===== config.mk =====
export PLATFORM = sky130hd
export DESIGN_NAME = range_scan_nearest_target_follower_unit
export DESIGN_NICKNAME = d
export VERILOG_FILES = /design/src/design/rsntf_pkg.sv /design/src/design/rsntf_regs.sv /design/src/design/rsntf_tracker.sv /design/src/design/rsntf_cmd.sv /design/src/design/range_scan_nearest_target_follower_unit.sv
export VERILOG_INCLUDE_DIRS = /design/src /design/src/design
export SDC_FILE = /design/constraint.sdc
export NUM_CORES = 1
export LEC_CHECK = 0
export ABC_AREA = 1
export BUFFER_PORTS_ARGS = -buffer_cell sky130_fd_sc_hd__buf_2
export CELL_PAD_IN_SITES_DETAIL_PLACEMENT = 0
export CELL_PAD_IN_SITES_GLOBAL_PLACEMENT = 1
export CORE_ASPECT_RATIO = 0.6
export CORE_MARGIN = 2
export CORE_UTILIZATION = 31
export CTS_CLUSTER_DIAMETER = 150
export DETAILED_ROUTE_END_ITERATION = 6
export GPL_TIMING_DRIVEN = 0
export HOLD_SLACK_MARGIN = 0.15
export PLACE_DENSITY = 0.67
export SYNTH_ARGS = -nofsm -noshare
export SYNTH_HDL_FRONTEND = slang
export SYNTH_SLANG_ARGS = --single-unit
export TNS_END_PERCENT = 10

===== constraint.sdc =====
create_clock -name clk_i -period 7.5 [get_ports clk_i]
set_input_delay 1.125 -clock clk_i [delete_from_list [all_inputs] [get_ports clk_i]]
set_output_delay 1.125 -clock clk_i [all_outputs]
set_load 0.01 [all_outputs]

===== src/design/range_scan_nearest_target_follower_unit_macros.svh =====
// Assertion macros shared by the range scan follower design.
// Included by the top level; depends on nothing else.
`ifndef RANGE_SCAN_NEAREST_TARGET_FOLLOWER_UNIT_MACROS_SVH
`define RANGE_SCAN_NEAREST_TARGET_FOLLOWER_UNIT_MACROS_SVH

// Same-cycle implication, disabled while reset is asserted.
`define RSNTF_ASSERT_IMP(lbl, clk, rstn, ante, cons, msg) \
  lbl: assert property (@(posedge clk) disable iff (!rstn) (ante) |-> (cons)) \
    else $error(msg);

// Next-cycle implication, disabled while reset is asserted.
`define RSNTF_ASSERT_NXT(lbl, clk, rstn, ante, cons, msg) \
  lbl: assert property (@(posedge clk) disable iff (!rstn) (ante) |=> (cons)) \
    else $error(msg);

`endif


===== src/design/rsntf_pkg.sv =====
// Shared types and constants for the range scan nearest-target follower.
// Used by every module of the design; has no dependencies.
package rsntf_pkg;

  localparam int unsigned AddrW = 5;

  typedef enum logic [2:0] {
    RegRangeFloor  = 3'd0,
    RegMaxRange    = 3'd1,
    RegFovHalf     = 3'd2,
    RegScanStart   = 3'd3,
    RegScanStep    = 3'd4,
    RegFollowDist  = 3'd5,
    RegStopDist    = 3'd6,
    RegLinGain     = 3'd7
  } reg_idx_e;

  localparam logic [15:0] RstRangeFloor  = 16'd120;
  localparam logic [15:0] RstMaxRange    = 16'd1800;
  localparam logic [14:0] RstFovHalf     = 15'd12743;
  localparam logic [15:0] RstScanStart   = 16'h8000;
  localparam logic [15:0] RstScanStep    = 16'd182;
  localparam logic [15:0] RstFollowDist  = 16'd600;
  localparam logic [15:0] RstStopDist    = 16'd350;
  localparam logic [9:0]  RstLinGain     = 10'd102;

  localparam int LinMax       = 150;
  localparam int AngMax       = 800;
  localparam int BackoffSpeed = -40;
  // 0.8 rad/s per rad, expressed as mrad/s per 1/65536 turn in Q16.
  localparam int AngGainQ16   = 5027;

  typedef struct packed {
    logic [15:0] range_floor;
    logic [15:0] max_range;
    logic [14:0] fov_half;
    logic [15:0] scan_start;
    logic [15:0] scan_step;
    logic [15:0] follow_dist;
    logic [15:0] stop_dist;
    logic [9:0]  lin_gain;
  } cfg_t;

  typedef struct packed {
    logic        load;
    logic [15:0] angle;
  } start_ld_t;

  typedef struct packed {
    logic        found;
    logic [15:0] range;
    logic [15:0] angle;
  } scan_sum_t;

  typedef struct packed {
    logic [8:0]  lin;
    logic [10:0] ang;
    logic        found;
    logic [15:0] range;
    logic [15:0] angle;
  } cmd_t;

endpackage


===== src/design/rsntf_regs.sv =====
// APB-style configuration registers of the follower.
// Depends on rsntf_pkg for the register map and the configuration struct.
module rsntf_regs import rsntf_pkg::*; (
  input  logic             clk_i,
  input  logic             rst_ni,
  input  logic             psel,
  input  logic             penable,
  input  logic             pwrite,
  input  logic [AddrW-1:0] paddr,
  input  logic [31:0]      pwdata,
  output logic [31:0]      prdata,
  output cfg_t             cfg_o,
  output start_ld_t        start_ld_o
);

  cfg_t     cfg_q;
  logic     wr_en;
  reg_idx_e idx;

  assign wr_en = psel & penable & pwrite;
  assign idx   = reg_idx_e'(paddr[AddrW-1:2]);

  always_ff @(posedge clk_i or negedge rst_ni) begin
    if (!rst_ni) begin
      cfg_q.range_floor  <= RstRangeFloor;
      cfg_q.max_range    <= RstMaxRange;
      cfg_q.fov_half     <= RstFovHalf;
      cfg_q.scan_start   <= RstScanStart;
      cfg_q.scan_step    <= RstScanStep;
      cfg_q.follow_dist  <= RstFollowDist;
      cfg_q.stop_dist    <= RstStopDist;
      cfg_q.lin_gain     <= RstLinGain;
    end else if (wr_en) begin
      case (idx)
        RegRangeFloor:  cfg_q.range_floor  <= pwdata[15:0];
        RegMaxRange:    cfg_q.max_range    <= pwdata[15:0];
        RegFovHalf:     cfg_q.fov_half     <= pwdata[14:0];
        RegScanStart:   cfg_q.scan_start   <= pwdata[15:0];
        RegScanStep:    cfg_q.scan_step    <= pwdata[15:0];
        RegFollowDist:  cfg_q.follow_dist  <= pwdata[15:0];
        RegStopDist:    cfg_q.stop_dist    <= pwdata[15:0];
        RegLinGain:     cfg_q.lin_gain     <= pwdata[9:0];
        default: ;
      endcase
    end
  end

  always_comb begin
    case (idx)
      RegRangeFloor:  prdata = {16'd0, cfg_q.range_floor};
      RegMaxRange:    prdata = {16'd0, cfg_q.max_range};
      RegFovHalf:     prdata = {17'd0, cfg_q.fov_half};
      RegScanStart:   prdata = {16'd0, cfg_q.scan_start};
      RegScanStep:    prdata = {16'd0, cfg_q.scan_step};
      RegFollowDist:  prdata = {16'd0, cfg_q.follow_dist};
      RegStopDist:    prdata = {16'd0, cfg_q.stop_dist};
      RegLinGain:     prdata = {22'd0, cfg_q.lin_gain};
      default:        prdata = '0;
    endcase
  end

  // A write of the start angle also restarts the beam angle on the same edge.
  assign start_ld_o.load  = wr_en && (idx == RegScanStart);
  assign start_ld_o.angle = pwdata[15:0];
  assign cfg_o            = cfg_q;

endmodule


===== src/design/rsntf_tracker.sv =====
// Per-sample scan tracker: beam angle, field-of-view test and nearest-range update.
// Depends on rsntf_pkg for the configuration and scan summary structs.
module rsntf_tracker import rsntf_pkg::*; (
  input  logic        clk_i,
  input  logic        rst_ni,
  input  cfg_t        cfg_i,
  input  start_ld_t   start_ld_i,
  input  logic        adv_i,
  input  logic [15:0] range_i,
  input  logic        finite_i,
  input  logic        last_i,
  output scan_sum_t   sum_o
);

  logic [15:0] beam_q;
  logic [15:0] best_range_q;
  logic [15:0] best_angle_q;
  logic        found_q;

  logic signed [16:0] ang_ext;
  logic [16:0]        mag;
  logic               in_fov;
  logic               qual;

  // The half-turn angle has magnitude 32768 and so never passes the test.
  assign ang_ext = {beam_q[15], beam_q};
  assign mag     = beam_q[15] ? 17'(-ang_ext) : 17'(ang_ext);
  assign in_fov  = mag <= {2'b00, cfg_i.fov_half};

  assign qual = finite_i && (range_i >= cfg_i.range_floor) &&
                (range_i <= cfg_i.max_range) && in_fov &&
                (!found_q || (range_i < best_range_q));

  assign sum_o.found = found_q | qual;
  assign sum_o.range = qual ? range_i : best_range_q;
  assign sum_o.angle = qual ? beam_q  : best_angle_q;

  always_ff @(posedge clk_i or negedge rst_ni) begin
    if (!rst_ni) begin
      beam_q       <= RstScanStart;
      best_range_q <= 16'hFFFF;
      best_angle_q <= '0;
      found_q      <= 1'b0;
    end else if (start_ld_i.load) begin
      beam_q <= start_ld_i.angle;
    end else if (adv_i) begin
      if (last_i) begin
        beam_q       <= cfg_i.scan_start;
        best_range_q <= 16'hFFFF;
        best_angle_q <= '0;
        found_q      <= 1'b0;
      end else begin
        beam_q       <= beam_q + cfg_i.scan_step;
        best_range_q <= sum_o.range;
        best_angle_q <= sum_o.angle;
        found_q      <= sum_o.found;
      end
    end
  end

endmodule


===== src/design/rsntf_cmd.sv =====
// Speed command pipeline: scan summary register, gain products, round and clamp.
// Depends on rsntf_pkg for the configuration, summary and command structs.
module rsntf_cmd import rsntf_pkg::*; (
  input  logic      clk_i,
  input  logic      rst_ni,
  input  cfg_t      cfg_i,
  input  scan_sum_t sum_i,
  input  logic      sum_valid_i,
  output logic      sum_ready_o,
  output cmd_t      cmd_o,
  output logic      cmd_valid_o,
  input  logic      cmd_ready_i
);

  // Summary stage.
  logic      v1_q;
  scan_sum_t sum_q;
  // Product stage.
  logic               v2_q;
  logic signed [27:0] plin_q;
  logic signed [29:0] pang_q;
  logic               found2_q;
  logic               close2_q;
  logic [15:0]        range2_q;
  logic [15:0]        angle2_q;
  // Result stage.
  logic v3_q;
  cmd_t cmd_q;

  logic s1_rdy, s2_rdy, s3_rdy;

  logic signed [16:0] err;
  logic signed [27:0] plin_d;
  logic signed [29:0] pang_d;
  logic signed [27:0] lin_r;
  logic signed [29:0] ang_r;
  logic [8:0]         lin_c;
  logic [10:0]        ang_c;
  cmd_t               cmd_d;

  assign s3_rdy      = !v3_q || cmd_ready_i;
  assign s2_rdy      = !v2_q || s3_rdy;
  assign s1_rdy      = !v1_q || s2_rdy;
  assign sum_ready_o = s1_rdy;

  assign err    = $signed({1'b0, sum_q.range}) - $signed({1'b0, cfg_i.follow_dist});
  assign plin_d = 28'($signed({1'b0, cfg_i.lin_gain}) * err);
  assign pang_d = 30'($signed(sum_q.angle) * $signed(14'(AngGainQ16)));

  // Adding half an LSB and shifting arithmetically rounds halves upward.
  assign lin_r = (plin_q + 28'sd128) >>> 8;
  assign ang_r = (pang_q + 30'sd32768) >>> 16;

  always_comb begin
    if (lin_r > $signed(28'(LinMax))) begin
      lin_c = 9'(LinMax);
    end else if (lin_r < $signed(28'(-LinMax))) begin
      lin_c = 9'(-LinMax);
    end else begin
      lin_c = lin_r[8:0];
    end
    if (ang_r > $signed(30'(AngMax))) begin
      ang_c = 11'(AngMax);
    end else if (ang_r < $signed(30'(-AngMax))) begin
      ang_c = 11'(-AngMax);
    end else begin
      ang_c = ang_r[10:0];
    end
    cmd_d = '0;
    if (found2_q) begin
      cmd_d.found = 1'b1;
      cmd_d.range = range2_q;
      cmd_d.angle = angle2_q;
      if (close2_q) begin
        cmd_d.lin = 9'(BackoffSpeed);
        cmd_d.ang = '0;
      end else begin
        cmd_d.lin = lin_c;
        cmd_d.ang = ang_c;
      end
    end
  end

  always_ff @(posedge clk_i or negedge rst_ni) begin
    if (!rst_ni) begin
      v1_q <= 1'b0;
      v2_q <= 1'b0;
      v3_q <= 1'b0;
    end else begin
      if (s1_rdy) begin
        v1_q <= sum_valid_i;
      end
      if (s2_rdy) begin
        v2_q <= v1_q;
      end
      if (s3_rdy) begin
        v3_q <= v2_q;
      end
    end
  end

  always_ff @(posedge clk_i) begin
    if (s1_rdy && sum_valid_i) begin
      sum_q <= sum_i;
    end
    if (s2_rdy && v1_q) begin
      plin_q   <= plin_d;
      pang_q   <= pang_d;
      found2_q <= sum_q.found;
      close2_q <= sum_q.range < cfg_i.stop_dist;
      range2_q <= sum_q.range;
      angle2_q <= sum_q.angle;
    end
    if (s3_rdy && v2_q) begin
      cmd_q <= cmd_d;
    end
  end

  assign cmd_o       = cmd_q;
  assign cmd_valid_o = v3_q;

endmodule


===== src/design/range_scan_nearest_target_follower_unit.sv =====
// Range scan nearest-target follower. Takes one range sample per clock cycle
// unless a scan-ending sample is waiting, and tracks the nearest sample inside
// the range window and the field of view. The sample marked with tlast closes
// the scan, and its speed command is offered on the command stream after it has
// passed the input register, summary, gain products and result register. Samples
// that do not end a scan never wait on the output side; a scan-ending sample
// waits only while all three command stages are full.
// Depends on rsntf_pkg, rsntf_regs, rsntf_tracker, rsntf_cmd and the macro header.
`include "range_scan_nearest_target_follower_unit_macros.svh"

module range_scan_nearest_target_follower_unit import rsntf_pkg::*; (
  input  logic             clk_i,
  input  logic             rst_ni,
  // Sample stream.
  input  logic             s_axis_tvalid,
  output logic             s_axis_tready,
  input  logic [15:0]      s_axis_tdata,  // [15:0] range_mm
  input  logic             s_axis_tuser,  // [0] range_finite
  input  logic             s_axis_tlast,
  // Command stream.
  output logic             m_axis_tvalid,
  input  logic             m_axis_tready,
  // [8:0] linear_speed, [19:9] angular_speed, [35:20] target_range,
  // [51:36] target_angle, [55:52] zero
  output logic [55:0]      m_axis_tdata,
  output logic             m_axis_tuser,  // [0] target_found
  // Configuration port.
  input  logic             psel,
  input  logic             penable,
  input  logic             pwrite,
  input  logic [AddrW-1:0] paddr,
  input  logic [31:0]      pwdata,
  output logic [31:0]      prdata,
  output logic             pready
);

  cfg_t      cfg;
  start_ld_t start_ld;
  scan_sum_t sum;
  cmd_t      cmd;

  logic        v0_q;
  logic [15:0] range0_q;
  logic        finite0_q;
  logic        last0_q;
  logic        s0_adv;
  logic        sum_valid;
  logic        sum_ready;

  assign pready = 1'b1;

  // A sample leaves the input register unless it ends a scan and the
  // command pipeline cannot take the summary.
  assign s0_adv        = v0_q && (!last0_q || sum_ready);
  assign s_axis_tready = !v0_q || s0_adv;
  assign sum_valid     = s0_adv && last0_q;

  always_ff @(posedge clk_i or negedge rst_ni) begin
    if (!rst_ni) begin
      v0_q <= 1'b0;
    end else if (s_axis_tready) begin
      v0_q <= s_axis_tvalid;
    end
  end

  always_ff @(posedge clk_i) begin
    if (s_axis_tvalid && s_axis_tready) begin
      range0_q  <= s_axis_tdata;
      finite0_q <= s_axis_tuser;
      last0_q   <= s_axis_tlast;
    end
  end

  rsntf_regs u_regs (
    .clk_i      (clk_i),
    .rst_ni     (rst_ni),
    .psel       (psel),
    .penable    (penable),
    .pwrite     (pwrite),
    .paddr      (paddr),
    .pwdata     (pwdata),
    .prdata     (prdata),
    .cfg_o      (cfg),
    .start_ld_o (start_ld)
  );

  rsntf_tracker u_tracker (
    .clk_i      (clk_i),
    .rst_ni     (rst_ni),
    .cfg_i      (cfg),
    .start_ld_i (start_ld),
    .adv_i      (s0_adv),
    .range_i    (range0_q),
    .finite_i   (finite0_q),
    .last_i     (last0_q),
    .sum_o      (sum)
  );

  rsntf_cmd u_cmd (
    .clk_i       (clk_i),
    .rst_ni      (rst_ni),
    .cfg_i       (cfg),
    .sum_i       (sum),
    .sum_valid_i (sum_valid),
    .sum_ready_o (sum_ready),
    .cmd_o       (cmd),
    .cmd_valid_o (m_axis_tvalid),
    .cmd_ready_i (m_axis_tready)
  );

  assign m_axis_tdata = {4'd0, cmd.angle, cmd.range, cmd.ang, cmd.lin};
  assign m_axis_tuser = cmd.found;

  `RSNTF_ASSERT_IMP(a_no_target_zero, clk_i, rst_ni, m_axis_tvalid && !m_axis_tuser, m_axis_tdata == 56'd0, "command without target carries nonzero data")
  `RSNTF_ASSERT_IMP(a_speed_limits, clk_i, rst_ni, m_axis_tvalid, ($signed(m_axis_tdata[8:0]) >= -9'sd150) && ($signed(m_axis_tdata[8:0]) <= 9'sd150) && ($signed(m_axis_tdata[19:9]) >= -11'sd800) && ($signed(m_axis_tdata[19:9]) <= 11'sd800), "speed command out of range")
  `RSNTF_ASSERT_IMP(a_mid_scan_no_stall, clk_i, rst_ni, v0_q && !last0_q, s_axis_tready, "mid-scan sample stalled the input")
  `RSNTF_ASSERT_NXT(a_accept_loads, clk_i, rst_ni, s_axis_tvalid && s_axis_tready, v0_q, "accepted sample not held in input register")

endmodule

==> results.md, run 1 <==
- Status: complete, no violations
- Cell count after synthesis: 3401
- Clock buffers created by TritonCTS: 39
- Total half-perimeter wirelength after legalization and detailed placement: just under 80000 um
- Master of the slowest instance on the critical path: sky130_fd_sc_hd__fa_2
- Number of enable-type register cells in the synthesized netlist: 174
- Clock Tree Buf Depth: 3
- Number of register bits inferred by synthesis: 348
- Final core occ: 0.353
- Clock latency on the worst-skew pair: 0.59 ns
- Cell area after synthesis: slightly below 30000 sq um
- Vias after detailed routing: ~23000
- TritonCTS Sinks: 348
- Start point of the critical path: u_cmd.sum_q[19]
- Initial antenna violation count: 4
- Growth of design area from synthesis to finish: 13.0%
- Highest cell delay on the worst timing path: 0.62 ns
- Wire length of the first global-routing pass: 142000 um
- Clock tree root driver cell: sky130_fd_sc_hd__clkbuf_16
- Synthesis Warnings: 0
- Starting Density: 0.313
- Critical Path Fanout Max: 10
- Capture point of the worst reg-to-reg path: u_cmd.plin_q[27]
- Final slew viol count: 0
- Hold bufs inserted after CTS: 0
- Worst hold slack: 0.468 ns
- Largest net degree at the start of global routing: 106
- Number of design-rule violations left by the first detailed-router iteration: 1923
- Most repeated library cell on the critical path: sky130_fd_sc_hd__nand2_1
- Final wirelength: around 94000 um
- Drt wl/cell: 19.4 um
- Critical path data arrival time: about 7.5 ns
- Commonest cells after routing, fill and taps aside: 694 x sky130_fd_sc_hd__inv_1, 650 x sky130_fd_sc_hd__nand2_1, 271 x sky130_fd_sc_hd__ha_1, 229 x sky130_fd_sc_hd__nor2_1, 227 x sky130_fd_sc_hd__fa_1
- Total DRC errors in the routed layout: 0
- Hold/Removal Path Class: flip-flop to flip-flop
- Die span in x: 401 um
- Final worst clock skew: 0.0330 ns
- Synth async-reset ratio: 0.500
- Share of post-route cells with drive strength above 1: 0.0978
- Most used flip-flop cell after synthesis: sky130_fd_sc_hd__edfxtp_1
- Worst relative slew slack: 0.227
- Fin crit period: 7.15 ns
- Worst setup endpoint: u_cmd.plin_q[27]
- Reg2reg start: u_cmd.sum_q[19]
- Flop2flop setup slack: 0.35 ns
- Final hold viol count: 0
- Worst Path Class, Setup: flip-flop to flip-flop
- Placeable core area: roughly 94000 sq um
- Setup-violating endpoint count in the final report: 0
- H-tree depth: 2
- Routability Congestion: between 0.9 and 1
- Via count of the first global-routing pass: between 20000 and 25000
- Final Net Count: 4151
- Nature of the critical path startpoint: flip-flop
- Top-Level Pins: 154
- GRT Total Usage: 0.194
- Transition at the pin with the smallest max-transition slack: 1.16 ns
- Clock Pin Slew Worst Setup and Hold Paths: 0.06 ns
- FILL cells: 9854
- Total of buffers placed on input and output ports: roughly 110
- Worst-case reg-to-reg path depth: 31
- First-pass DRT Iterations: 6
- Critical path endpoint category: flip-flop
- Seq/Total Area, Yosys: 0.329
- Crit path required time: 7.83 ns
- Die Ht: 242 um
- Synthesized area per cell: 8.62 sq um
- Max-capacitance violation count: 0
- Average vias per placed instance: 4.75
- Total congestion overflow: 0
- Top achievable clock speed: 140 MHz
- Rows: 87
- Number of distinct library cells after synthesis: 55
- Overall die area: roughly 97000 sq um
- Final cycle utilization of the critical path: 0.954
- Commonest non-fill, non-tap cell in the layout: sky130_fd_sc_hd__inv_1
- CTS tree: yes
- Residual antenna-violating net count after detailed routing: 0
==> logic make-up after synthesis <==
family,after synthesis,synth area share
AOI/OAI and AO/OA,514,0.0977
xor gates and xnor gates,81,0.0250
adders and majority gates,506,0.275
buffers and inverters,807,0.108
DFF,348,0.329
other,2,0.000256
and+or+nand+nor,1143,0.165
==> how the worst min path moves through the flow <==
stage | from | to | slack [ns] | depth (start not counted)
after detailed placement | u_cmd.found2_q | u_cmd.cmd_o[32] | 0.46 | 0
after global routing | u_cmd.found2_q | u_cmd.cmd_o[32] | 0.49 | 0
after CTS | u_cmd.found2_q | u_cmd.cmd_o[32] | 0.47 | 0
final | u_cmd.found2_q | u_cmd.cmd_o[32] | 0.47 | 0
after floorplan | u_cmd.sum_q[32] | u_cmd.found2_q | 0.40 | 0
after global placement | u_cmd.found2_q | u_cmd.cmd_o[32] | 0.44 | 0
==> registers in the layout, summed over array words and instances, names as in the netlist <==
| name | flops |
|---|---|
| u_regs.cfg_o | 121 |
| u_cmd.sum_q | 33 |
| u_tracker.found_q | 1 |
| u_cmd.v1_q | 1 |
| u_cmd.pang_q | 16 |
| u_cmd.cmd_valid_o | 1 |
| v0_q | 1 |
| u_cmd.plin_q | 21 |
| finite0_q | 1 |
| range0_q | 16 |
| u_cmd.angle2_q | 15 |
| u_cmd.found2_q | 1 |
| last0_q | 1 |
| u_tracker.best_range_q | 16 |
| u_cmd.cmd_o | 53 |
| u_cmd.range2_q | 16 |
| u_tracker.beam_q | 16 |
| u_cmd.v2_q | 1 |
| u_tracker.best_angle_q | 16 |
| u_cmd.close2_q | 1 |
==> per-stage QoR <==
stage / TNS [ns] / cell area, sq um / cells / worst slack [ns]
2_1_floorplan: 0 / 29400 / 3420 / 1.01
3_3_place_gp: -1.29 / 31500 / 4779 / -0.552
3_5_place_dp: -0.977 / 31700 / 4784 / -0.473
4_1_cts: 0 / 33000 / 4856 / 0.00345
5_1_grt: -0.0109 / 33100 / 4857 / -0.00922
6_report: 0 / 33100 / 4858 / 0.346
==> critical path: cells and delay by family, from the launching register on <==
family                     cells  cell delay [ns]
DFF                            1             0.56
AOI/OAI and AO/OA              9             1.50
buffers and inverters          5             0.48
adders and majority gates      7             3.55
and+or+nand+nor               10             0.81
==> cell type report <==
cell class / instances / area (sq um) / area share
buffer: 99 / 502 / 0.0151
antenna: 1 / 2.50 / 0.0000755
multi-input combinational: 2265 / 16700 / 0.504
clock inverter: 20 / 224 / 0.00676
inverter: 707 / 2660 / 0.0802
sequential: 348 / 9650 / 0.291
clock buffer: 49 / 1080 / 0.0327
tap: 1246 / 1560 / 0.0471
timing repair buffer: 123 / 743 / 0.0224
==> cell usage after synthesis, types with 8 or more instances <==
| library cell | count | area, sq um |
|---|---|---|
| sky130_fd_sc_hd__inv_1 | 696 | 2610 |
| sky130_fd_sc_hd__nand2_1 | 652 | 2450 |
| sky130_fd_sc_hd__ha_1 | 274 | 3430 |
| sky130_fd_sc_hd__fa_1 | 232 | 4640 |
| sky130_fd_sc_hd__nor2_1 | 231 | 867 |
| sky130_fd_sc_hd__o21ai_0 | 205 | 1030 |
| sky130_fd_sc_hd__a21oi_1 | 175 | 876 |
| sky130_fd_sc_hd__edfxtp_1 | 174 | 5230 |
| sky130_fd_sc_hd__dfrtp_1 | 121 | 3030 |
| sky130_fd_sc_hd__nand3_1 | 117 | 586 |
| sky130_fd_sc_hd__xor2_1 | 57 | 499 |
| sky130_fd_sc_hd__clkbuf_1 | 56 | 210 |
| sky130_fd_sc_hd__nand4_1 | 54 | 338 |
| sky130_fd_sc_hd__dfstp_2 | 53 | 1390 |
| sky130_fd_sc_hd__o22ai_1 | 30 | 188 |
| sky130_fd_sc_hd__o211ai_1 | 26 | 195 |
| sky130_fd_sc_hd__buf_4 | 23 | 173 |
| sky130_fd_sc_hd__xnor2_1 | 21 | 184 |
| sky130_fd_sc_hd__nor3_1 | 20 | 100 |
| sky130_fd_sc_hd__and2_1 | 18 | 113 |
| sky130_fd_sc_hd__or2_2 | 16 | 100 |
| sky130_fd_sc_hd__buf_2 | 15 | 75.1 |
| sky130_fd_sc_hd__a31oi_1 | 12 | 75.1 |
| sky130_fd_sc_hd__a21o_1 | 11 | 82.6 |
| sky130_fd_sc_hd__a221oi_1 | 11 | 96.3 |
| sky130_fd_sc_hd__o21a_1 | 11 | 82.6 |
| sky130_fd_sc_hd__o21bai_1 | 8 | 60.1 |
==> layer usage <==
metal	vias up	track usage	wire, um
met2	824	0.226	31900
met4	2	0.0290	1140
met5	-	0	13
met1	11000	0.312	48600
li1	11200	-	-
met3	73	0.0924	12600
==> what timing repair did <==
| item | in CTS | in global routing |
|---|---|---|
| endpoints found under the setup margin | 5 | 12 |
| gates resized for setup | 5 | 19 |
| pin swaps | 1 | 2 |
| setup buffers | 3 | 1 |
Power of run 1 is left out: the tool's default activity adds up to more than one toggle a clock period on the data nets, which glitch-free logic cannot reach.
==> run 2: changes to the inputs <==
MAX_ROUTING_LAYER = met4   (was not set)
clock period = 6.7 ns   (was 7.5 ns; I/O delays follow)
==> results.md, run 2 (synthesis gave the netlist of run 1 again) <==
- RSZ-0062 raised after global routing: yes
- Residual antenna-violating net count after detailed routing: 0 (unchanged)
- Routability Congestion: 0.937 (was 0.928)
- Worst Path Class, Setup: flip-flop to flip-flop (unchanged)
- Placed cells: 4784 (unchanged)
- Area of the multi-input gates: 17300 sq um (was 16700 sq um)
- Die span in x: 401 um (unchanged)
- Worst relative slew slack: 0.322 (was 0.227)
- Critical path data arrival time: 6.97 ns (was 7.48 ns)
- Nature of the critical path startpoint: flip-flop (unchanged)
- Worst hold slack: 0.388 ns (was 0.468 ns)
- Final hold viol count: 0 (unchanged)
- FILL cells: 9753 (was 9854)
- Critical Path Fanout Max: 6 (was 10)
- Reg2reg start: u_cmd.sum_q[16] (was u_cmd.sum_q[19])
- Total congestion overflow: 0 (unchanged)
- Share of post-route cells with drive strength above 1: 0.136 (was 0.0978)
- Cell area reported after detailed placement: 31700 sq um (unchanged)
- Total of buffers placed on input and output ports: 113 (unchanged)
- Overall die area: 97200 sq um (unchanged)
- Growth of design area from synthesis to finish: 16.2% (was 13.0%)
- Final slew viol count: 0 (unchanged)
- CTS tree: yes (unchanged)
- Final wirelength: 96000 um (was 94300 um)
- Flop2flop setup slack: 0.06 ns (was 0.35 ns)
- Worst-case reg-to-reg path depth: 32 (was 31)
- Initial antenna violation count: 10 (was 4)
- GRT Total Usage: 0.202 (was 0.194)
- Hold bufs inserted after CTS: 0 (unchanged)
- Setup-violating endpoint count in the final report: 0 (unchanged)
- Sequential cell area in the final layout: 9650 sq um (unchanged)
- Placeable core area: 93800 sq um (unchanged)
- Worst path setup slack after routing: 0.0582 ns (was 0.346 ns)
- Clock Tree Buf Depth: 3 (unchanged)
- TritonCTS Sinks: 348 (unchanged)
- Total half-perimeter wirelength after legalization and detailed placement: 77300 um (was 77100 um)
- Clock tree root driver cell: sky130_fd_sc_hd__clkbuf_16 (unchanged)
- Drt wl/cell: 19.6 um (was 19.4 um)
- Final cell area excluding filler cells: 34100 sq um (was 33100 sq um)
- Highest cell delay on the worst timing path: 0.61 ns (was 0.62 ns)
- Critical path endpoint category: flip-flop (unchanged)
- Wire length of the first global-routing pass: 143000 um (was 142000 um)
- H-tree depth: 2 (unchanged)
- Die Ht: 242 um (unchanged)
- Master of the slowest instance on the critical path: sky130_fd_sc_hd__fa_2 (unchanged)
- Clock latency on the worst-skew pair: 0.59 ns (about the same)
- Fin crit period: 6.64 ns (was 7.15 ns)
- Clock Pin Slew Worst Setup and Hold Paths: 0.07 ns (was 0.06 ns)
- Largest net degree at the start of global routing: 104 (was 106)
- Rows: 87 (unchanged)
- Starting Density: 0.313 (unchanged)
- Final cycle utilization of the critical path: 0.991 (was 0.954)
- Vias after detailed routing: 23400 (was 23100)
- Commonest cells after routing, fill and taps aside: 678 x sky130_fd_sc_hd__inv_1, 636 x sky130_fd_sc_hd__nand2_1, 246 x sky130_fd_sc_hd__ha_1, 219 x sky130_fd_sc_hd__fa_1, 217 x sky130_fd_sc_hd__nor2_1 (was 694 x sky130_fd_sc_hd__inv_1, 650 x sky130_fd_sc_hd__nand2_1, 271 x sky130_fd_sc_hd__ha_1, 229 x sky130_fd_sc_hd__nor2_1, 227 x sky130_fd_sc_hd__fa_1)
- Status: complete, but fails checks (was complete, no violations)
- Final worst clock skew: 0.0240 ns (was 0.0330 ns)
- Number of design-rule violations left by the first detailed-router iteration: 2289 (was 1923)
- Average vias per placed instance: 4.78 (was 4.75)
- Crit path required time: 7.03 ns (was 7.83 ns)
- Top-Level Pins: 154 (unchanged)
- Total DRC errors in the routed layout: 1 (was 0)
- Clock buffers created by TritonCTS: 38 (was 39)
- Capture point of the worst reg-to-reg path: u_cmd.plin_q[27] (unchanged)
- Final Net Count: 4187 (was 4151)
- First-pass DRT Iterations: 7 (was 6)
- Post-route non-filler standard cell count: 4898 (was 4858)
- Via count of the first global-routing pass: 22300 (about the same)
- Hold/Removal Path Class: primary input to async pin (was flip-flop to flip-flop)
- Worst-case setup slack after placement: -1.26 ns (was -0.473 ns)
- Top achievable clock speed: 151 MHz (was 140 MHz)
- Transition at the pin with the smallest max-transition slack: 1.01 ns (was 1.16 ns)
- Failing checks: DRC
- Commonest non-fill, non-tap cell in the layout: sky130_fd_sc_hd__inv_1 (unchanged)
- Flip-flop count of the largest register, all copies and words added: 121 (unchanged)
- Max-capacitance violation count: 0 (unchanged)
==> run 2: layout make-up <==
cell class	instances	share of cell area
flip-flops and latches	348	0.283
well taps	1246	0.0458
plain buffers	98	0.0147
clock buffers	48	0.0308
diodes	3	0.000220
multi-input cells	2265	0.509
clock inverters	22	0.00646
inverters	707	0.0783
repair buffers	161	0.0317
==> run 2: metrics by stage <==
| stage | utilization | TNS (ns) |
|---|---|---|
| 2_1_floorplan | - | 0 |
| 3_3_place_gp | 0.336 | -12.33 |
| 3_5_place_dp | 0.337 | -11.29 |
| 4_1_cts | 0.356 | 0 |
| 5_1_grt | 0.363 | -0.810 |
| 6_report | 0.363 | 0 |
==> run 2: per-layer routing <==
layer | wire, um | global-route usage | vias up | part of all wire
li1 | - | - | 11300 | -
met1 | 50200 | 0.324 | 11200 | 0.52
met2 | 33000 | 0.232 | 884 | 0.34
met3 | 11700 | 0.0759 | 73 | 0.12
met4 | 1040 | 0.0260 | 0 | 0.011
met5 | 0 | - | - | 0
==> run 2: critical path: cells and delay by family (launching register included) <==
kind                       cells  cell delay (ns)
adders and majority gates      8             3.53
AOI/OAI and AO/OA              8             1.21
and+or+nand+nor               10             0.72
DFF                            1             0.48
buffers and inverters          6             0.43
==> run 2: how the worst max path moves through the flow <==
stage	depth (start not counted)	to	startpoint	slack, ns
after detailed placement	32	u_cmd.plin_q[27]	u_cmd.sum_q[16]	-1.26
after global routing	30	u_cmd.plin_q[25]	u_cmd.sum_q[16]	-0.16
final	32	u_cmd.plin_q[27]	u_cmd.sum_q[16]	0.06
after floorplan	31	u_cmd.plin_q[27]	u_regs.cfg_o[26]	0.21
after CTS	28	u_cmd.plin_q[25]	u_cmd.sum_q[16]	0.001
after global placement	32	u_cmd.plin_q[27]	u_cmd.sum_q[16]	-1.35
==> run 2: timing repair <==
| item | CTS | global route |
|---|---|---|
| setup buffers | 21 | 20 |
| pin swaps | 19 | 58 |
| setup endpoints to repair | 18 | 15 |
| cloned | 1 | 0 |
| gates resized for setup | 68 | 114 |
| endpoints found under the hold margin | 0 | 0 |
Power of run 2 is left out for the same reason.
==> run 3: changes to the inputs <==
CORE_UTILIZATION = 40   (was 31)
MAX_ROUTING_LAYER = not set   (was met4)
PLACE_DENSITY = 0.8   (was 0.67)
==> results.md, run 3 (synthesis gave the netlist of run 1 again) <==
- Commonest cells after routing, fill and taps aside: 685 x sky130_fd_sc_hd__inv_1, 636 x sky130_fd_sc_hd__nand2_1, 245 x sky130_fd_sc_hd__ha_1, 224 x sky130_fd_sc_hd__fa_1, 218 x sky130_fd_sc_hd__nor2_1 (was 678 x sky130_fd_sc_hd__inv_1, 636 x sky130_fd_sc_hd__nand2_1, 246 x sky130_fd_sc_hd__ha_1, 219 x sky130_fd_sc_hd__fa_1, 217 x sky130_fd_sc_hd__nor2_1)
- Reg2reg start: u_regs.cfg_o[26] (was u_cmd.sum_q[16])
- Top achievable clock speed: 154 MHz (was 151 MHz)
- Crit path required time: 7.03 ns (about the same)
- Clock tree root driver cell: sky130_fd_sc_hd__clkbuf_16 (unchanged)
- Final Net Count: 4189 (was 4187)
- Max-capacitance violation count: 0 (unchanged)
- Fin crit period: 6.50 ns (was 6.64 ns)
- Total DRC errors in the routed layout: 0 (was 1)
- Drt wl/cell: 19.7 um (was 19.6 um)
- Critical path data arrival time: 6.83 ns (was 6.97 ns)
- Starting Density: 0.406 (was 0.313)
- Wire length of the first global-routing pass: 137000 um (was 143000 um)
- Residual antenna-violating net count after detailed routing: 0 (unchanged)
- Flop2flop setup slack: 0.20 ns (was 0.06 ns)
- Final hold viol count: 0 (unchanged)
- Number of design-rule violations left by the first detailed-router iteration: 2604 (was 2289)
- Clock latency on the worst-skew pair: 0.60 ns (was 0.59 ns)
- Transition at the pin with the smallest max-transition slack: 1.37 ns (was 1.01 ns)
- GRT Total Usage: 0.242 (was 0.202)
- Overall die area: 75600 sq um (was 97200 sq um)
- Status: complete, no violations (was complete, but fails checks)
- First-pass DRT Iterations: 5 (was 7)
- Worst hold slack: 0.399 ns (was 0.388 ns)
- Total of buffers placed on input and output ports: 113 (unchanged)
- Placeable core area: 72200 sq um (was 93800 sq um)
- Routability Congestion: 0.951 (was 0.937)
- Clock Pin Slew Worst Setup and Hold Paths: 0.07 ns (about the same)
- Flip-flop count of the largest register, all copies and words added: 121 (unchanged)
- Growth of design area from synthesis to finish: 15.5% (was 16.2%)
- Worst Path Class, Setup: flip-flop to flip-flop (unchanged)
- Critical Path Fanout Max: 8 (was 6)
- Critical path endpoint category: flip-flop (unchanged)
- Die span in x: 354 um (was 401 um)
- Largest net degree at the start of global routing: 107 (was 104)
- Hold/Removal Path Class: primary input to async pin (unchanged)
- Final worst clock skew: 0.0305 ns (was 0.0240 ns)
- Clock Tree Buf Depth: 3 (unchanged)
- Share of post-route cells with drive strength above 1: 0.136 (about the same)
- Final cycle utilization of the critical path: 0.971 (was 0.991)
- Commonest non-fill, non-tap cell in the layout: sky130_fd_sc_hd__inv_1 (unchanged)
- Hold bufs inserted after CTS: 0 (unchanged)
- Setup-violating endpoint count in the final report: 0 (unchanged)
- Clock buffers created by TritonCTS: 38 (unchanged)
- Nature of the critical path startpoint: flip-flop (unchanged)
- Worst-case reg-to-reg path depth: 24 (was 32)
- Final wirelength: 91300 um (was 96000 um)
- Rows: 76 (was 87)
- Total half-perimeter wirelength after legalization and detailed placement: 73800 um (was 77300 um)
- Worst relative slew slack: 0.0780 (was 0.322)
- Average vias per placed instance: 5.16 (was 4.78)
- Capture point of the worst reg-to-reg path: u_cmd.plin_q[24] (was u_cmd.plin_q[27])
- Top-Level Pins: 154 (unchanged)
- H-tree depth: 2 (unchanged)
- Vias after detailed routing: 23900 (was 23400)
- Die Ht: 214 um (was 242 um)
- Total congestion overflow: 0 (unchanged)
- Antenna Diode Count: 0 (was 3)
- CTS tree: yes (unchanged)
- Via count of the first global-routing pass: 22100 (was 22300)
- TritonCTS Sinks: 348 (unchanged)
- Initial antenna violation count: 5 (was 10)
- Final slew viol count: 0 (unchanged)
==> run 3: cell count changes in the layout (fill, tap and decap cells not counted), sizes merged <==
cell	change
clkinv	-4
diode	-3
clkbuf	+2
clkinvlp	-6
bufinv	+3
buf	+2
inv	+5
==> run 3: worst max-delay path by stage <==
stage | from | endpoint | slack [ns] | cells after the start
CTS | u_cmd.sum_q[17] | u_cmd.plin_q[24] | 0.005 | 28
floorplan | u_regs.cfg_o[26] | u_cmd.plin_q[27] | 0.21 | 31
detailed placement | u_cmd.sum_q[16] | u_cmd.plin_q[27] | -1.04 | 32
global placement | u_cmd.sum_q[16] | u_cmd.plin_q[27] | -1.09 | 32
finish | u_regs.cfg_o[26] | u_cmd.plin_q[24] | 0.20 | 24
global route | u_cmd.sum_q[16] | u_cmd.plin_q[24] | -0.07 | 26
==> run 3: final cells by class <==
type / count / area [sq um]
sequential: 348 / 9650
clock inverter: 20 / 300
buffer: 98 / 502
timing repair buffer: 163 / 1040
fill: 6948 / 38300
clock buffer: 50 / 1070
tap: 975 / 1220
multi-input combinational: 2265 / 17400
inverter: 707 / 2660
==> run 3: routing by layer <==
metal,wire [um],global-route usage
met1,45200,0.393
met4,1070,0.0345
met2,30800,0.280
met5,13,0
met3,14300,0.114
==> run 3: critical path, stage by stage (launching register included) <==
cell	delay, ns
sky130_fd_sc_hd__dfrtp_1	0.42
sky130_fd_sc_hd__ha_4	0.18
sky130_fd_sc_hd__fa_2	0.39
sky130_fd_sc_hd__o21ai_4	0.22
sky130_fd_sc_hd__buf_4	0.14
sky130_fd_sc_hd__buf_4	0.11
sky130_fd_sc_hd__nand4_1	0.15
sky130_fd_sc_hd__o2111ai_4	0.14
sky130_fd_sc_hd__xnor2_4	0.14
sky130_fd_sc_hd__or2_2	0.31
sky130_fd_sc_hd__fa_1	0.54
sky130_fd_sc_hd__inv_1	0.05
sky130_fd_sc_hd__fa_1	0.46
sky130_fd_sc_hd__fa_1	0.52
sky130_fd_sc_hd__fa_1	0.54
sky130_fd_sc_hd__inv_1	0.05
sky130_fd_sc_hd__fa_1	0.53
sky130_fd_sc_hd__inv_1	0.07
sky130_fd_sc_hd__ha_4	0.28
sky130_fd_sc_hd__a21oi_2	0.19
sky130_fd_sc_hd__o21a_1	0.17
sky130_fd_sc_hd__o21ai_0	0.08
sky130_fd_sc_hd__a31oi_1	0.25
sky130_fd_sc_hd__o21ai_2	0.13
sky130_fd_sc_hd__xor2_2	0.18
==> run 3: per-stage QoR <==
stage               cells  setup WS, ns   util  instance area (sq um)  TNS, ns
floorplan            3420         0.214      -                  29400        0
global placement     4508         -1.09  0.432                  31200    -6.85
detailed placement   4512         -1.04  0.434                  31300    -6.91
CTS                  4597       0.00489  0.458                  33000        0
global route         4626       -0.0731  0.469                  33900   -0.170
finish               4626         0.197  0.469                  33900        0
==> run 3: what timing repair did <==
| item | CTS | global route |
|---|---|---|
| cloned | 0 | 1 |
| pin swaps | 9 | 50 |
| resized for setup | 56 | 121 |
| endpoints found under the setup margin | 16 | 16 |
| buffers inserted | 17 | 27 |
Power of run 3 is left out for the same reason.
